File: src/hdl/sfr_pkg.sv
package sfr_pkg;

   // byte codes
   localparam logic [7:0] CH_DOLLAR = 8'h24;
   localparam logic [7:0] CH_HASH   = 8'h23;
   localparam logic [7:0] CH_COMMA  = 8'h2C;
   localparam logic [7:0] CH_M      = 8'h4D;
   localparam logic [7:0] CH_P      = 8'h50;
   localparam logic [7:0] CH_ONE    = 8'h31;
   localparam logic [7:0] CH_ZERO   = 8'h30;

   // receiver modes
   localparam logic [1:0] MODE_IDLE = 2'd0;
   localparam logic [1:0] MODE_CMD  = 2'd1;
   localparam logic [1:0] MODE_DATA = 2'd2;

   // result kinds
   localparam logic [1:0] KIND_START = 2'd0;
   localparam logic [1:0] KIND_STOP  = 2'd1;
   localparam logic [1:0] KIND_HAND  = 2'd2;

   localparam int unsigned CMD_MAX_DEFAULT = 8;
   localparam int unsigned CMD_KEEP        = 4;
   localparam int unsigned DATA_LEN        = 14;
   localparam int unsigned FILL_W          = 4;
   localparam int unsigned FINGER_W        = 16;
   localparam int unsigned RSP_DATA_W      = 5 * FINGER_W;

   typedef logic [7:0] byte_type;

endpackage

File: src/hdl/serial_frame_receiver_core.sv
// A result word is registered and appears on rsp_ in the cycle after the closing byte is taken.
// Throughput: one byte word per cycle; req_tready drops only while a result
// word waits in the output register and rsp_tready is low.
// Reset (synchronous, active high) returns to idle, clears the fill count,
// both byte stores and the output valid.
module serial_frame_receiver_core #(
   parameter int unsigned CMD_MAX = sfr_pkg::CMD_MAX_DEFAULT   // 4..15
) (
   input  logic                            clock,
   input  logic                            reset,
   // byte input
   input  logic                            req_tvalid,
   output logic                            req_tready,
   input  logic [7:0]                      req_tdata,  // [7:0] rx_byte
   // result output
   output logic                            rsp_tvalid,
   input  logic                            rsp_tready,
   // [15:0] little_finger, [31:16] ring_finger, [47:32] middle_finger,
   // [63:48] index_finger, [79:64] thumb
   output logic [sfr_pkg::RSP_DATA_W-1:0]  rsp_tdata,
   output logic [1:0]                      rsp_tuser   // [1:0] kind
);

   logic [1:0]                      mode_ff, mode_in;
   logic [sfr_pkg::FILL_W-1:0]      fill_ff, fill_in;
   sfr_pkg::byte_type               cmd_ff  [sfr_pkg::CMD_KEEP];
   sfr_pkg::byte_type               cmd_in  [sfr_pkg::CMD_KEEP];
   sfr_pkg::byte_type               data_ff [sfr_pkg::DATA_LEN];
   sfr_pkg::byte_type               data_in [sfr_pkg::DATA_LEN];

   logic                            rsp_valid_ff, rsp_valid_in;
   logic [sfr_pkg::RSP_DATA_W-1:0]  rsp_data_ff, rsp_data_in;
   logic [1:0]                      rsp_kind_ff, rsp_kind_in;

   logic                            accept;
   logic                            hit;        // this word closes a matching frame
   logic [1:0]                      hit_kind;
   logic [sfr_pkg::RSP_DATA_W-1:0]  hit_data;
   logic                            cmd_head_ok;
   logic                            commas_ok;

   // the output register frees up in the same cycle it is drained
   assign req_tready = !rsp_valid_ff || rsp_tready;
   assign accept     = req_tvalid && req_tready;

   assign cmd_head_ok = (cmd_ff[0] == sfr_pkg::CH_M) && (cmd_ff[1] == sfr_pkg::CH_P) &&
                        (cmd_ff[2] == sfr_pkg::CH_M);
   assign commas_ok   = (data_ff[2] == sfr_pkg::CH_COMMA) && (data_ff[5] == sfr_pkg::CH_COMMA) &&
                        (data_ff[8] == sfr_pkg::CH_COMMA) && (data_ff[11] == sfr_pkg::CH_COMMA);

   // frame state update and result decode for one accepted word
   always_comb begin
      mode_in  = mode_ff;
      fill_in  = fill_ff;
      cmd_in   = cmd_ff;
      data_in  = data_ff;
      hit      = 1'b0;
      hit_kind = sfr_pkg::KIND_START;
      hit_data = '0;
      case (mode_ff)
         sfr_pkg::MODE_CMD: begin
            if (req_tdata == sfr_pkg::CH_HASH) begin
               mode_in = sfr_pkg::MODE_IDLE;
               if (cmd_head_ok && cmd_ff[3] == sfr_pkg::CH_ONE) begin
                  hit      = 1'b1;
                  hit_kind = sfr_pkg::KIND_START;
               end else if (cmd_head_ok && cmd_ff[3] == sfr_pkg::CH_ZERO) begin
                  hit      = 1'b1;
                  hit_kind = sfr_pkg::KIND_STOP;
               end
            end else if (fill_ff >= sfr_pkg::FILL_W'(CMD_MAX)) begin
               // overflow: drop the byte
               mode_in = sfr_pkg::MODE_IDLE;
            end else begin
               // only the head of a command is kept; later bytes are counted
               if (fill_ff < sfr_pkg::FILL_W'(sfr_pkg::CMD_KEEP)) begin
                  cmd_in[fill_ff[1:0]] = req_tdata;
               end
               fill_in = fill_ff + sfr_pkg::FILL_W'(1);
            end
         end
         sfr_pkg::MODE_DATA: begin
            if (req_tdata == sfr_pkg::CH_DOLLAR) begin
               mode_in = sfr_pkg::MODE_IDLE;
               if (commas_ok) begin
                  hit      = 1'b1;
                  hit_kind = sfr_pkg::KIND_HAND;
                  hit_data = {data_ff[12], data_ff[13], data_ff[9], data_ff[10],
                              data_ff[6],  data_ff[7],  data_ff[3], data_ff[4],
                              data_ff[0],  data_ff[1]};
               end
            end else if (fill_ff >= sfr_pkg::FILL_W'(sfr_pkg::DATA_LEN)) begin
               mode_in = sfr_pkg::MODE_IDLE;
            end else begin
               data_in[fill_ff] = req_tdata;
               fill_in          = fill_ff + sfr_pkg::FILL_W'(1);
            end
         end
         default: begin
            // idle and the unused mode code
            mode_in = sfr_pkg::MODE_IDLE;
            if (req_tdata == sfr_pkg::CH_DOLLAR) begin
               fill_in = '0;
               mode_in = sfr_pkg::MODE_CMD;
            end else if (req_tdata == sfr_pkg::CH_HASH) begin
               fill_in = '0;
               mode_in = sfr_pkg::MODE_DATA;
            end
         end
      endcase
   end

   // output register: load on a hit, clear valid when drained
   always_comb begin
      rsp_valid_in = rsp_valid_ff && !rsp_tready;
      rsp_kind_in  = rsp_kind_ff;
      rsp_data_in  = rsp_data_ff;
      if (accept && hit) begin
         rsp_valid_in = 1'b1;
         rsp_kind_in  = hit_kind;
         rsp_data_in  = hit_data;
      end
   end

   always_ff @(posedge clock) begin
      if (reset) begin
         mode_ff      <= sfr_pkg::MODE_IDLE;
         fill_ff      <= '0;
         rsp_valid_ff <= 1'b0;
         for (int i = 0; i < int'(sfr_pkg::CMD_KEEP); i++) begin
            cmd_ff[i] <= '0;
         end
         for (int i = 0; i < int'(sfr_pkg::DATA_LEN); i++) begin
            data_ff[i] <= '0;
         end
      end else begin
         rsp_valid_ff <= rsp_valid_in;
         if (accept) begin
            mode_ff <= mode_in;
            fill_ff <= fill_in;
            cmd_ff  <= cmd_in;
            data_ff <= data_in;
         end
      end
   end

   always_ff @(posedge clock) begin
      rsp_kind_ff <= rsp_kind_in;
      rsp_data_ff <= rsp_data_in;
   end

   assign rsp_tvalid = rsp_valid_ff;
   assign rsp_tuser  = rsp_kind_ff;
   assign rsp_tdata  = rsp_data_ff;

endmodule

File: config.mk
export PLATFORM = sky130hd
export DESIGN_NAME = serial_frame_receiver_core
export DESIGN_NICKNAME = d
export VERILOG_FILES = /design/src/hdl/sfr_pkg.sv /design/src/hdl/serial_frame_receiver_core.sv
export SDC_FILE = /design/constraint.sdc
export NUM_CORES = 1
export LEC_CHECK = 0
export ABC_AREA = 1
export BUFFER_PORTS_ARGS = -buffer_cell sky130_fd_sc_hd__buf_2
export CORE_UTILIZATION = 50
export CTS_CLUSTER_SIZE = 24
export DETAILED_ROUTE_END_ITERATION = 6
export GPL_ROUTABILITY_DRIVEN = 0
export PLACE_DENSITY = 0.69
export SLEW_MARGIN = 30
export SYNTH_ARGS = -nofsm -noshare
export SYNTH_HDL_FRONTEND = slang
export SYNTH_SLANG_ARGS = --single-unit
File: constraint.sdc
create_clock -name clock -period 18.84 [get_ports clock]
set_clock_uncertainty 0.05 [all_clocks]
set_input_delay 0.942 -clock clock [delete_from_list [all_inputs] [get_ports clock]]
set_output_delay 0.942 -clock clock [all_outputs]
set_load 0.005 [all_outputs]
Word-level counts from Yosys, hierarchy flattened
Index checks and enable logic that the tools add are counted.
{ "word_totals": {"input_bits": 12, "mem_count": 0, "wordCells": 110, "regBits": 233, "mem_bits_rw": 0, "output_inout_bits": 84, "latchBits": 0, "mem_bits_ro": 0} }
{ "classes": {"mux": 33, "magnitude_cmp": 7, "add_sub_neg": 1, "shift": 0, "eq_ne": 19, "n_mul": 0, "div_mod_pow": 0, "reduce_logical": 21, "n_bitwise": 6} }
{ "ops": {"columns": ["operator", "count"], "rows": [
  ["112-bit bitwise mux", 1],
  ["8-bit by 6-bit == test with 1-bit output, second input constant", 8],
  ["32-bit bitwise mux", 1],
  ["8-bit demux with 4-bit select", 1],
  ["8-bit by 7-bit == test with 1-bit output, second input constant", 3],
  ["4-bit 2-to-1 mux", 6],
  ["8-bit demux with 2-bit select", 1],
  ["2-bit 2-to-1 mux", 8],
  ["8-bit 2-to-1 mux", 2],
  ["1-bit logical AND", 12],
  ["1-bit 2-to-1 mux", 9],
  ["4-bit >= comparator, second input constant", 2],
  ["2-bit != test, second input constant", 4],
  ["2-bit case mux with 2 select lines", 2],
  ["4-bit case mux with 2 select lines", 1],
  ["3-bit != test, second input constant", 2],
  ["3-bit AND reduction", 2],
  ["6-bit AND reduction", 1],
  ["5-bit >= comparator, second input constant", 1],
  ["5-bit by 1-bit less-than comparator with 1-bit output, second input constant", 1],
  ["4-bit inverter with 5-bit output", 1],
  ["5-bit AND reduction", 1],
  ["4-bit by 1-bit adder with 4-bit output, second input constant", 1],
  ["4-bit by 3-bit less-than comparator with 1-bit output, second input constant", 1],
  ["11 further kinds", 15]
]} }

Longest topological paths before layout
Gate-level depths: netlist (run 1).
{ "depth": {"word_depth": 10, "depth_mapped": 13, "depth_no_buf": 10} }

Worst setup path after synthesis (run 1)
Ideal clock, no wire load.
{ "synth_timing": {"path_type": "input -> register", "startpoint": "in req_tdata[5]", "endpoint": "reg rsp_data_ff (netlist bit rsp_tdata[0]), enable pin", "path_stages": 7, "path_buffers": 1, "required_time_ps": 18144, "setup_time_ps": 646, "arrival_ps": 7781, "setup_slack_ps": 10363, "cell_sequence": "buf_2 -> nand2_1 -> nor2_2 -> nand2_4 -> nor2_1 -> nand4_1 -> a21boi_0"} }
{ "synth_via": {"elab_chain_cells": 4, "elab_cells_between_ends": 6, "classes_between": "eq/ne (2); mux (3); reduce/logical (1)"} }
{ "synth_rtl": {"columns": ["element", "line_no", "text"], "rows": [
  ["start: declaration", "serial_frame_receiver_core.sv:14", "input logic [7:0] req_tdata,"],
  ["8-bit by 6-bit == test with 1-bit output, on equally long branches", "serial_frame_receiver_core.sv:83, serial_frame_receiver_core.sv:62", null],
  ["1-bit 2-to-1 mux, on equally long branches", "serial_frame_receiver_core.sv:83, serial_frame_receiver_core.sv:62", null],
  ["1-bit case mux with 2 select lines *", "serial_frame_receiver_core.sv:60", "case (mode_ff)"],
  ["1-bit logical AND *", "serial_frame_receiver_core.sv:118", "if (accept && hit) begin"],
  ["end signal: assignment", "serial_frame_receiver_core.sv:149", "rsp_data_ff <= rsp_data_in;"],
  ["end: declaration", "serial_frame_receiver_core.sv:32", "logic [sfr_pkg::RSP_DATA_W-1:0] rsp_data_ff, rsp_data_in;"]
]} }
Mark *: on every way between the ends. The rest lies on a longest branch, timed or not.
A chain may end at the register's enable or synchronous reset.

Final worst setup path (run 1)
{ "layout_timing": {"startpoint": "in req_tdata[5]", "endpoint": "reg rsp_data_ff (netlist bit rsp_tdata[1]), enable pin"} }
Same word-level chain as after synthesis.

==> results by group, run 1 <==
Floorplan
  • Initial core utilization: 51.5%
  • Chip width: 139 um
  • FP Rows: 49
  • Core box area: 0.0181 mm2
  • Num ports: 96
  • Die height: 139 um
  • Die Area: 0.0192 mm2

STA
  • Post-route minimum period: 3.37 ns
  • Period utilization: 17.9%
  • F_max: 297 MHz
  • Final Setup Violations: 0
  • Hold_ws: 0.406 ns
  • Worst slew margin: 37.8%
  • Final hold vios: 0
  • Max Slew Vio Count: 0
  • Slew @ Worst Pin: 0.932 ns
  • Post-Route Setup TNS: 0 ns
  • RSZ-0062 raised after global routing: no

Global route
  • Global-route wire length before repair: 32.6 mm
  • Gr usage total: 20.6%
  • Vias in the first global route: 6,455
  • Largest net degree at the start of global routing: 83
  • Overflow after GRT: 0
  • Initial antenna violation count: 0

Detailed routing
  • Avg WL per Cell: 13.9 um
  • Via count: 6,995
  • DRT Pass-1 Iters: 7
  • Routed WL: 19.7 mm
  • DRC violations left: 9
  • Number of routed nets with antenna violations: 0
  • DR iter-0 viols: 601
  • Vias per cell: 4.94

Clocking
  • Clk_lat worst skew: 0.51 ns
  • Bufs on Longest Clock Path: 3
  • CTS Hold Buffers Added: 0
  • CTS tree: done
  • Sink Count: 233
  • Postcts setup bufs: 0
  • Clk pin slew, worst setup/hold paths: 0.06 ns
  • Root buf cell: clkbuf_16
  • Cts bufs inserted: 24
  • H-tree depth: 1
  • Post-cts gate resize count: 0

Place
  • Detail Placement HPWL: 12.0 mm
  • Cell Area, Placed: 0.00987 mm2
  • Port Buffers: 95

Critical path
  • Most frequent CP cell: nand2_1
  • Max incr delay on CP: 0.52 ns
  • Worst Setup Path Type: in -> reg
  • Crit end category: flip-flop
  • WP buf/inv: 3
  • Kind of start point of the critical path: input port
  • Critical Path RT: 18.93 ns
  • CP max-delay cell: a21boi_4
  • Worst EP arrival: 3.46 ns
  • Crit-path leading delay family: buffers and inverters
  • Crit path cell chain: buf_2, nand2_1, nor2_2, nand2_1, nor2_1, o211ai_1, a21boi_4, buf_16, buf_4
  • Crit path max fanout: 49

Power and ir drop
  • PwrDens: 94.7 mW/mm2
  • Static leakage power: 3.95 nW
  • Worst vdd ir: 0.0000791 V

Min path
  • HP Class: reg -> reg

Finish
  • Layout cells sized above 1: 13.6%
  • Commonest non-fill, non-tap cell in the layout: nor2_1
  • Final instance area: 0.0106 mm2
  • Most frequent cells in the layout: 254 x nor2_1, 205 x nand2_1, 151 x dfxtp_1, 117 x inv_1, 94 x buf_2
  • # diodes: 0
  • Nets: 1,187
  • Fillcell total: 1,618
  • Area occupied by multi-input gates: 0.00310 mm2
  • Area Overhead vs Synth: 13.9%
  • Register Area: 0.00549 mm2

Logic synthesis
  • Largest cells by area after synthesis: dfxtp_1 32%, edfxtp_1 26%, nor2_1 10%
  • Top cell type's share of synthesized area: 32.3%
  • Syn nets: 1,124
  • Most area-hungry cell type in the Yosys netlist: dfxtp_1
  • #FFs+latches synth: 233
  • Sequential area share after synthesis: 58.7%
  • Yosys warning count: 0
  • Netlist Area Pre-Place: 0.00935 mm2
  • Post-synthesis cell type count: 31
  • Synth Instances: 1,106
  • Mapped Avg Cell Area: 8.45 um2

Run
  • Max-cap violations: 0

Outcome
  • Failing checks: DRC
  • Outcome: complete, but fails checks
-- through the flow --
stage | worst slack, ns | power, W | util, % | instances
floorplan | 10.36 | 0.000554 | - | 1106
global placement | 14.73 | 0.000561 | 54.2 | 1371
detailed placement | 14.95 | 0.000561 | 54.4 | 1372
CTS | 15.47 | 0.00102 | 58.6 | 1416
global route | 15.29 | 0.00104 | 58.6 | 1416
finish | 15.47 | 0.00101 | 58.6 | 1416
-- cell usage after synthesis (all sizes together) --
| cell | number |
|---|---|
| a21boi | 1 |
| buf | 36 |
| nand3 | 40 |
| o211ai | 2 |
| o21ai | 42 |
| nand2 | 209 |
| xor2 | 1 |
| nor2 | 258 |
| nor4 | 1 |
| clkbuf | 28 |
| nand4 | 26 |
| inv | 122 |
| a21oi | 93 |
| edfxtp | 82 |
| nor3 | 7 |
| nor3b | 1 |
| ha | 6 |
| dfxtp | 151 |
-- final cells by class --
type	count	share of cell area [%]
sequential	233	51.5
multi-input combinational	687	29.1
clock buffer	33	6.55
timing repair buffer	101	5.10
inverter	122	4.30
tap	229	2.69
clock inverter	11	0.694
-- logic make-up after synthesis --
kind of cell / after synthesis / synth area share, %
simple gates: 542 / 24.7
flops: 233 / 58.7
buf+inv: 186 / 8.29
compound gates: 138 / 7.47
fa+ha+maj: 6 / 0.803
xor+xnor: 1 / 0.0937
-- worst min-delay path, cell delays in order (launching register included) --
cell	delay, ns
dfxtp_1	0.30
inv_1	0.06
a21oi_1	0.05
-- report_power, final --
| group | leakage, nW | internal [W] | switching, W |
|---|---|---|---|
| registers | 1.79 | 0.000519 | 0.000000949 |
| logic | 1.78 | 0.00000615 | 0.0000245 |
| clock network | 0.386 | 0.000271 | 0.000186 |
| total | 3.95 | 0.000797 | 0.000212 |
-- registers in the layout, summed over array words and instances (netlist names) --
signal	flops
data_ff	112
rsp_tdata	80
cmd_ff	32
fill_ff	4
mode_ff	2
rsp_tuser	2
rsp_tvalid	1
-- path summary, 6_finish.rpt --
| path | startpoint | to | slack, ns | cells past startpoint |
|---|---|---|---|---|
| worst max-delay path | req_tdata[5] | rsp_tdata[1]$_SDFFCE_PP0P_ | 15.47 | 9 |
| worst min-delay path | data_ff[100]$_SDFFE_PP0P_ | data_ff[100]$_SDFFE_PP0P_ | 0.41 | 2 |
| worst max register to register | cmd_ff[13]$_SDFFE_PP0P_ | rsp_tdata[1]$_SDFFCE_PP0P_ | 15.89 | 9 |
| worst min register to register | data_ff[100]$_SDFFE_PP0P_ | data_ff[100]$_SDFFE_PP0P_ | 0.41 | 2 |
-- metal layers --
layer / share of wire (%) / GRT usage [%]
met4: 1.4 / 4.91
met3: 5.9 / 2.97
met1: 47 / 29.0
met2: 45 / 33.7
met5: 0 / 0
(Power assumes the default switching activity.)
==> inputs of run 2 (changes only) <==
Clock period 18.84 ns to 3.24 ns, I/O delays scaled along.
==> run 2 against run 1 <==
  * The run still ends with DRC left
  * Power grew to 5.9 times the previous value
  * Utilization up 0.94 points
  * Via count increased by 2.6%
  * Clock power rose to 6.1 times the previous value
  * Design area rose by 1.6%
  * Largest power group unchanged
==> results by group, run 2 (same netlist as run 1, synthesis figures left out) <==
STA
  • Period utilization: 74.5%
  • Post-Route Setup TNS: 0 ns (unchanged)
  • Slew @ Worst Pin: 0.866 ns (was 0.932 ns)
  • Worst slew margin: 42.3% (was 37.8%)
  • Post-route minimum period: 2.41 ns
  • Final hold vios: 0 (unchanged)
  • RSZ-0062 raised after global routing: no (unchanged)
  • Final Setup Violations: 0 (unchanged)
  • F_max: 414 MHz
  • Max Slew Vio Count: 0 (unchanged)

Detailed routing
  • DRT Pass-1 Iters: 7 (unchanged)
  • Number of routed nets with antenna violations: 0 (unchanged)
  • Routed WL: 20.7 mm (was 19.7 mm)
  • Vias per cell: 5.00 (was 4.94)
  • DR iter-0 viols: 578 (was 601)
  • DRC violations left: 24 (was 9)
  • Avg WL per Cell: 14.4 um (was 13.9 um)
  • Via count: 7,176 (was 6,995)

Clocking
  • Clk_lat worst skew: 0.51 ns (about the same)
  • CTS tree: done (unchanged)
  • H-tree depth: 1 (unchanged)
  • Sink Count: 233 (unchanged)
  • Cts bufs inserted: 24 (unchanged)
  • Post-cts gate resize count: 0 (unchanged)
  • Postcts setup bufs: 0 (unchanged)
  • Root buf cell: clkbuf_16 (unchanged)
  • Bufs on Longest Clock Path: 3 (unchanged)
  • Clk pin slew, worst setup/hold paths: 0.06 ns (about the same)
  • CTS Hold Buffers Added: 4 (was 0)

Critical path
  • Worst Setup Path Type: reg -> reg (was in -> reg)
  • R2r startpoint: cmd_ff[29]$_SDFFE_PP0P_ (was cmd_ff[13]$_SDFFE_PP0P_)
  • Worst EP arrival: 2.50 ns (was 3.46 ns)
  • Crit end category: flip-flop (unchanged)
  • FF-to-FF End: rsp_tdata[8]$_SDFFCE_PP0P_ (was rsp_tdata[1]$_SDFFCE_PP0P_)
  • R2R setup slack: 0.83 ns (was 15.89 ns)
  • Kind of start point of the critical path: flip-flop (was input port)
  • Worst-case reg-to-reg path depth: 8 (was 9)
  • Crit path max fanout: 53 (was 49)
  • Critical Path RT: 3.33 ns (was 18.93 ns)

Global route
  • Global-route wire length before repair: 33.5 mm (was 32.6 mm)
  • Initial antenna violation count: 0 (unchanged)
  • Gr usage total: 21.7% (was 20.6%)
  • Vias in the first global route: 6,516 (was 6,455)
  • Overflow after GRT: 0 (unchanged)
  • Largest net degree at the start of global routing: 82 (was 83)

Outcome
  • Failing checks: DRC (unchanged)
  • Outcome: complete, but fails checks (unchanged)

Min path
  • Min-delay src: req_tdata[4] (was data_ff[100]$_SDFFE_PP0P_)
  • Hold Crit Depth: 5 (was 2)
  • HP Class: in -> reg (was reg -> reg)
  • Hold endpoint: cmd_ff[4]$_SDFFE_PP0P_ (was data_ff[100]$_SDFFE_PP0P_)

Finish
  • Layout cells sized above 1: 14.8% (was 13.6%)
  • Area Overhead vs Synth: 15.7% (was 13.9%)
  • Most frequent cells in the layout: 254 x nor2_1, 205 x nand2_1, 151 x dfxtp_1, 117 x inv_1, 95 x buf_2 (was 254 x nor2_1, 205 x nand2_1, 151 x dfxtp_1, 117 x inv_1, 94 x buf_2)
  • Nets: 1,206 (was 1,187)
  • Commonest non-fill, non-tap cell in the layout: nor2_1 (unchanged)
  • Fillcell total: 1,578 (was 1,618)
  • # diodes: 0 (unchanged)
  • Max FFs per register: 112 (unchanged)
  • Top reg by flops: data_ff (unchanged)

Floorplan
  • Initial core utilization: 51.5% (unchanged)
  • Num ports: 96 (unchanged)
  • Core box area: 0.0181 mm2 (unchanged)
  • Die Area: 0.0192 mm2 (unchanged)
  • Die height: 139 um (unchanged)
  • FP Rows: 49 (unchanged)
  • Chip width: 139 um (unchanged)

Power and ir drop
  • Final Power: 0.00599 W (was 0.00101 W)
  • Worst vdd ir: 0.000365 V (was 0.0000791 V)
  • Static leakage power: 4.05 nW (was 3.95 nW)
  • PwrDens: 554 mW/mm2 (was 94.7 mW/mm2)

Run
  • Max-cap violations: 0 (unchanged)

Place
  • Port Buffers: 95 (unchanged)
  • Detail Placement HPWL: 12.7 mm (was 12.0 mm)
[run 2: layout make-up]
type | count | area (um2) | share of cell area [%]
well taps | 229 | 287 | 2.65
clock inverters | 14 | 145 | 1.34
repair buffers | 120 | 686 | 6.34
flip-flops and latches | 233 | 5490 | 50.7
inverters | 122 | 458 | 4.24
clock buffers | 30 | 654 | 6.05
multi-input cells | 687 | 3100 | 28.7
[run 2: metrics by stage]
step / hold WS, ns / util (%) / worst slack, ns / cells / cell area (um2)
after floorplan: 0.280 / - / 0.253 / 1106 / 9360
after global placement: 0.387 / 55.0 / 0.800 / 1387 / 9970
after detailed placement: 0.393 / 55.0 / 0.733 / 1387 / 9970
after CTS: 0.0203 / 59.6 / 0.823 / 1435 / 10800
after global routing: 0.0591 / 59.6 / 0.629 / 1435 / 10800
final: 0.0446 / 59.6 / 0.827 / 1435 / 10800
[run 2: worst max-delay path: stages (launching register included)]
cell and delay [ns]:
dfxtp_1 0.31, inv_1 0.06, nand2_1 0.05, nor2_1 0.18, nand3_1 0.11, nor3b_1 0.31, o211ai_1 0.20, a21boi_4 0.18
buf_4 0.56
[run 2: routing by layer]
layer | track usage, % | vias up | part of all wire, %
met4 | 6.37 | 0 | 1.6
met5 | 0 | - | 0
met3 | 2.73 | 24 | 5.7
met2 | 35.3 | 194 | 46
li1 | - | 3665 | -
met1 | 30.4 | 3293 | 47
[run 2: where the power goes]
| part | internal (W) | leakage [nW] | switching (W) |
|---|---|---|---|
| clock network | 0.00167 | 0.397 | 0.00110 |
| logic | 0.0000485 | 1.86 | 0.000149 |
| registers | 0.00302 | 1.79 | 0.00000570 |
| total | 0.00474 | 4.05 | 0.00125 |
[run 2: worst max-delay path by stage]
stage | start | end | slack (ns) | cells past startpoint
2_1_floorplan | req_tdata[5] | rsp_tdata[0]$_SDFFCE_PP0P_ | 0.25 | 7
3_3_place_gp | req_tdata[0] | rsp_tdata[14]$_SDFFCE_PP0P_ | 0.80 | 8
3_5_place_dp | req_tdata[0] | rsp_tdata[65]$_SDFFCE_PP0P_ | 0.73 | 8
4_1_cts | cmd_ff[29]$_SDFFE_PP0P_ | rsp_tdata[15]$_SDFFCE_PP0P_ | 0.82 | 8
5_1_grt | cmd_ff[28]$_SDFFE_PP0P_ | rsp_tdata[9]$_SDFFCE_PP0P_ | 0.63 | 8
6_report | cmd_ff[29]$_SDFFE_PP0P_ | rsp_tdata[8]$_SDFFCE_PP0P_ | 0.83 | 8
==> inputs of run 3 (changes only) <==
Settings changed: PLACE_DENSITY 0.69 to 0.72.
Clock period 3.24 ns to 2 ns, I/O delays scaled along.
==> run 3 against run 2 <==
  * The flow finishes with violations (DRC, setup timing)
  * Non-clock buffer count is 30 higher
  * Critical path depth is 1 higher
  * Fmax is 16% higher
  * Global-route usage is 0.082 points lower
==> results by group, run 3 (same netlist as run 1, synthesis figures left out) <==
Min path
  • HP Class: in -> reg (unchanged)

Floorplan
  • Die Area: 0.0192 mm2 (unchanged)
  • Num ports: 96 (unchanged)
  • FP Rows: 49 (unchanged)
  • Die height: 139 um (unchanged)
  • Chip width: 139 um (unchanged)
  • Core box area: 0.0181 mm2 (unchanged)
  • Initial core utilization: 51.5% (unchanged)

Power and ir drop
  • Static leakage power: 4.29 nW (was 4.05 nW)
  • Final Power: 0.00989 W (was 0.00599 W)
  • PwrDens: 874 mW/mm2 (was 554 mW/mm2)
  • Worst vdd ir: 0.000545 V (was 0.000365 V)

STA
  • RSZ-0062 raised after global routing: yes (was no)
  • Max Slew Vio Count: 0 (unchanged)
  • Period utilization: 104% (was 74.5%)
  • F_max: 482 MHz (was 414 MHz)
  • Final hold vios: 0 (unchanged)
  • Final Setup Violations: 77 (was 0)
  • Setup ws final: -0.0753 ns (was 0.827 ns)
  • Post-route minimum period: 2.08 ns (was 2.41 ns)
  • Slew @ Worst Pin: 0.565 ns (was 0.866 ns)
  • Worst slew margin: 62.3% (was 42.3%)

Detailed routing
  • Number of routed nets with antenna violations: 0 (unchanged)
  • DRC violations left: 14 (was 24)
  • Vias per cell: 4.99 (was 5.00)
  • DR iter-0 viols: 723 (was 578)
  • Routed WL: 20.8 mm (was 20.7 mm)
  • Avg WL per Cell: 14.2 um (was 14.4 um)
  • Via count: 7,317 (was 7,176)
  • DRT Pass-1 Iters: 7 (unchanged)

Critical path
  • CP max-delay cell: dfxtp_2 (was buf_4)
  • Crit end category: flip-flop (unchanged)
  • Crit-path leading delay family: simple AND/OR/NAND/NOR gates (unchanged)
  • Max incr delay on CP: 0.32 ns (was 0.56 ns)
  • Kind of start point of the critical path: flip-flop (unchanged)
  • WP buf/inv: 3 (was 2)
  • Crit path cell chain: inv_2, nand2_2, nor2_4, nand3_2, nor3b_4, o211ai_1, a21boi_4, buf_12, buf_16 (was inv_1, nand2_1, nor2_1, nand3_1, nor3b_1, o211ai_1, a21boi_4, buf_4)
  • Worst EP arrival: 2.24 ns (was 2.50 ns)
  • Worst Setup Path Type: reg -> reg (unchanged)
  • Critical Path RT: 2.16 ns (was 3.33 ns)
  • Crit path max fanout: 25 (was 53)

Finish
  • Area Overhead vs Synth: 21.0% (was 15.7%)
  • Top reg by flops: data_ff (unchanged)
  • Final core utilization: 62.3% (was 59.6%)
  • Commonest non-fill, non-tap cell in the layout: nor2_1 (unchanged)
  • Max FFs per register: 112 (unchanged)
  • Most frequent cells in the layout: 248 x nor2_1, 202 x nand2_1, 148 x dfxtp_1, 112 x inv_1, 95 x buf_2 (was 254 x nor2_1, 205 x nand2_1, 151 x dfxtp_1, 117 x inv_1, 95 x buf_2)
  • # diodes: 0 (unchanged)
  • Layout cells sized above 1: 18.9% (was 14.8%)
  • Fillcell total: 1,533 (was 1,578)
  • Nets: 1,236 (was 1,206)

Global route
  • Gr usage total: 21.6% (was 21.7%)
  • Global-route wire length before repair: 33.7 mm (was 33.5 mm)
  • Vias in the first global route: 6,691 (was 6,516)
  • Largest net degree at the start of global routing: 102 (was 82)
  • Overflow after GRT: 0 (unchanged)
  • Initial antenna violation count: 0 (unchanged)

Clocking
  • Sink Count: 233 (unchanged)
  • CTS tree: done (unchanged)
  • Bufs on Longest Clock Path: 3 (unchanged)
  • Clk_lat worst skew: 0.51 ns (about the same)
  • Clk pin slew, worst setup/hold paths: 0.06 ns (about the same)
  • Cts bufs inserted: 24 (unchanged)
  • Root buf cell: clkbuf_16 (unchanged)
  • H-tree depth: 1 (unchanged)

Outcome
  • Failing checks: DRC, setup timing (was DRC)
  • Outcome: complete, but fails checks (unchanged)

Run
  • Max-cap violations: 0 (unchanged)

Place
  • Port Buffers: 95 (unchanged)
  • Detail Placement HPWL: 12.4 mm (was 12.7 mm)
run 3: final cells by class:
| type | count | area (um2) | area share (%) |
|---|---|---|---|
| timing repair buffer | 150 | 1070 | 9.45 |
| tap | 229 | 287 | 2.53 |
| multi-input combinational | 687 | 3190 | 28.2 |
| clock buffer | 28 | 637 | 5.63 |
| clock inverter | 16 | 186 | 1.65 |
| inverter | 122 | 458 | 4.05 |
| sequential | 233 | 5490 | 48.5 |
run 3: routing by layer:
metal	up-vias	GRT usage, %	share of wire (%)
li1	3722	-	-
met2	204	34.9	45
met5	-	0	0
met4	0	6.37	2.1
met3	31	3.11	6.3
met1	3360	30.3	46
run 3: worst register-to-register path, stage by stage, from the launching register on:
cell and delay, ns:
dfxtp_2 0.32, inv_2 0.05, nand2_2 0.05, nor2_4 0.12, nand3_2 0.10, nor3b_4 0.23
o211ai_1 0.18, a21boi_4 0.28, buf_12 0.19, buf_16 0.19
run 3: power breakdown:
group,internal [W],leakage [nW],switching (W)
registers,0.00489,1.79,0.0000110
clock network,0.00281,0.410,0.00183
logic,0.000104,2.09,0.000248
run 3: final timing paths:
kind                                   from                           to  slack (ns)  depth (start not counted)
setup / recovery    cmd_ff[28]$_SDFFE_PP0P_  rsp_tdata[36]$_SDFFCE_PP0P_       -0.08                          9
hold / removal                 req_tdata[3]     data_ff[75]$_SDFFE_PP0P_        0.02                          4
setup reg to reg    cmd_ff[28]$_SDFFE_PP0P_  rsp_tdata[36]$_SDFFCE_PP0P_       -0.08                          9
hold reg to reg   data_ff[109]$_SDFFE_PP0P_    data_ff[109]$_SDFFE_PP0P_        0.40                          2
run 3: what timing repair did:
action | 4_1_cts | 5_1_grt
hold buffers | 5 | 0
pin swaps | 1 | 10
endpoints found under the setup margin | 82 | 109
buffers inserted | 1 | 5
gates cloned | 1 | 3
gates resized for setup | 4 | 24
endpoints found under the hold margin | 5 | 0
run 3: metrics by stage:
stage	TNS, ns	cell area (um2)	cells	hold slack, ns	worst slack (ns)
final	-4.17	11300	1465	0.0186	-0.0753
after CTS	-2.34	11100	1457	0.0111	-0.0437
after detailed placement	-3.61	10200	1406	0.369	-0.0732
after floorplan	-76.56	9370	1106	0.218	-0.934
after global placement	-1.72	10200	1406	0.355	-0.0388
after global routing	-9.80	11300	1465	0.0493	-0.145
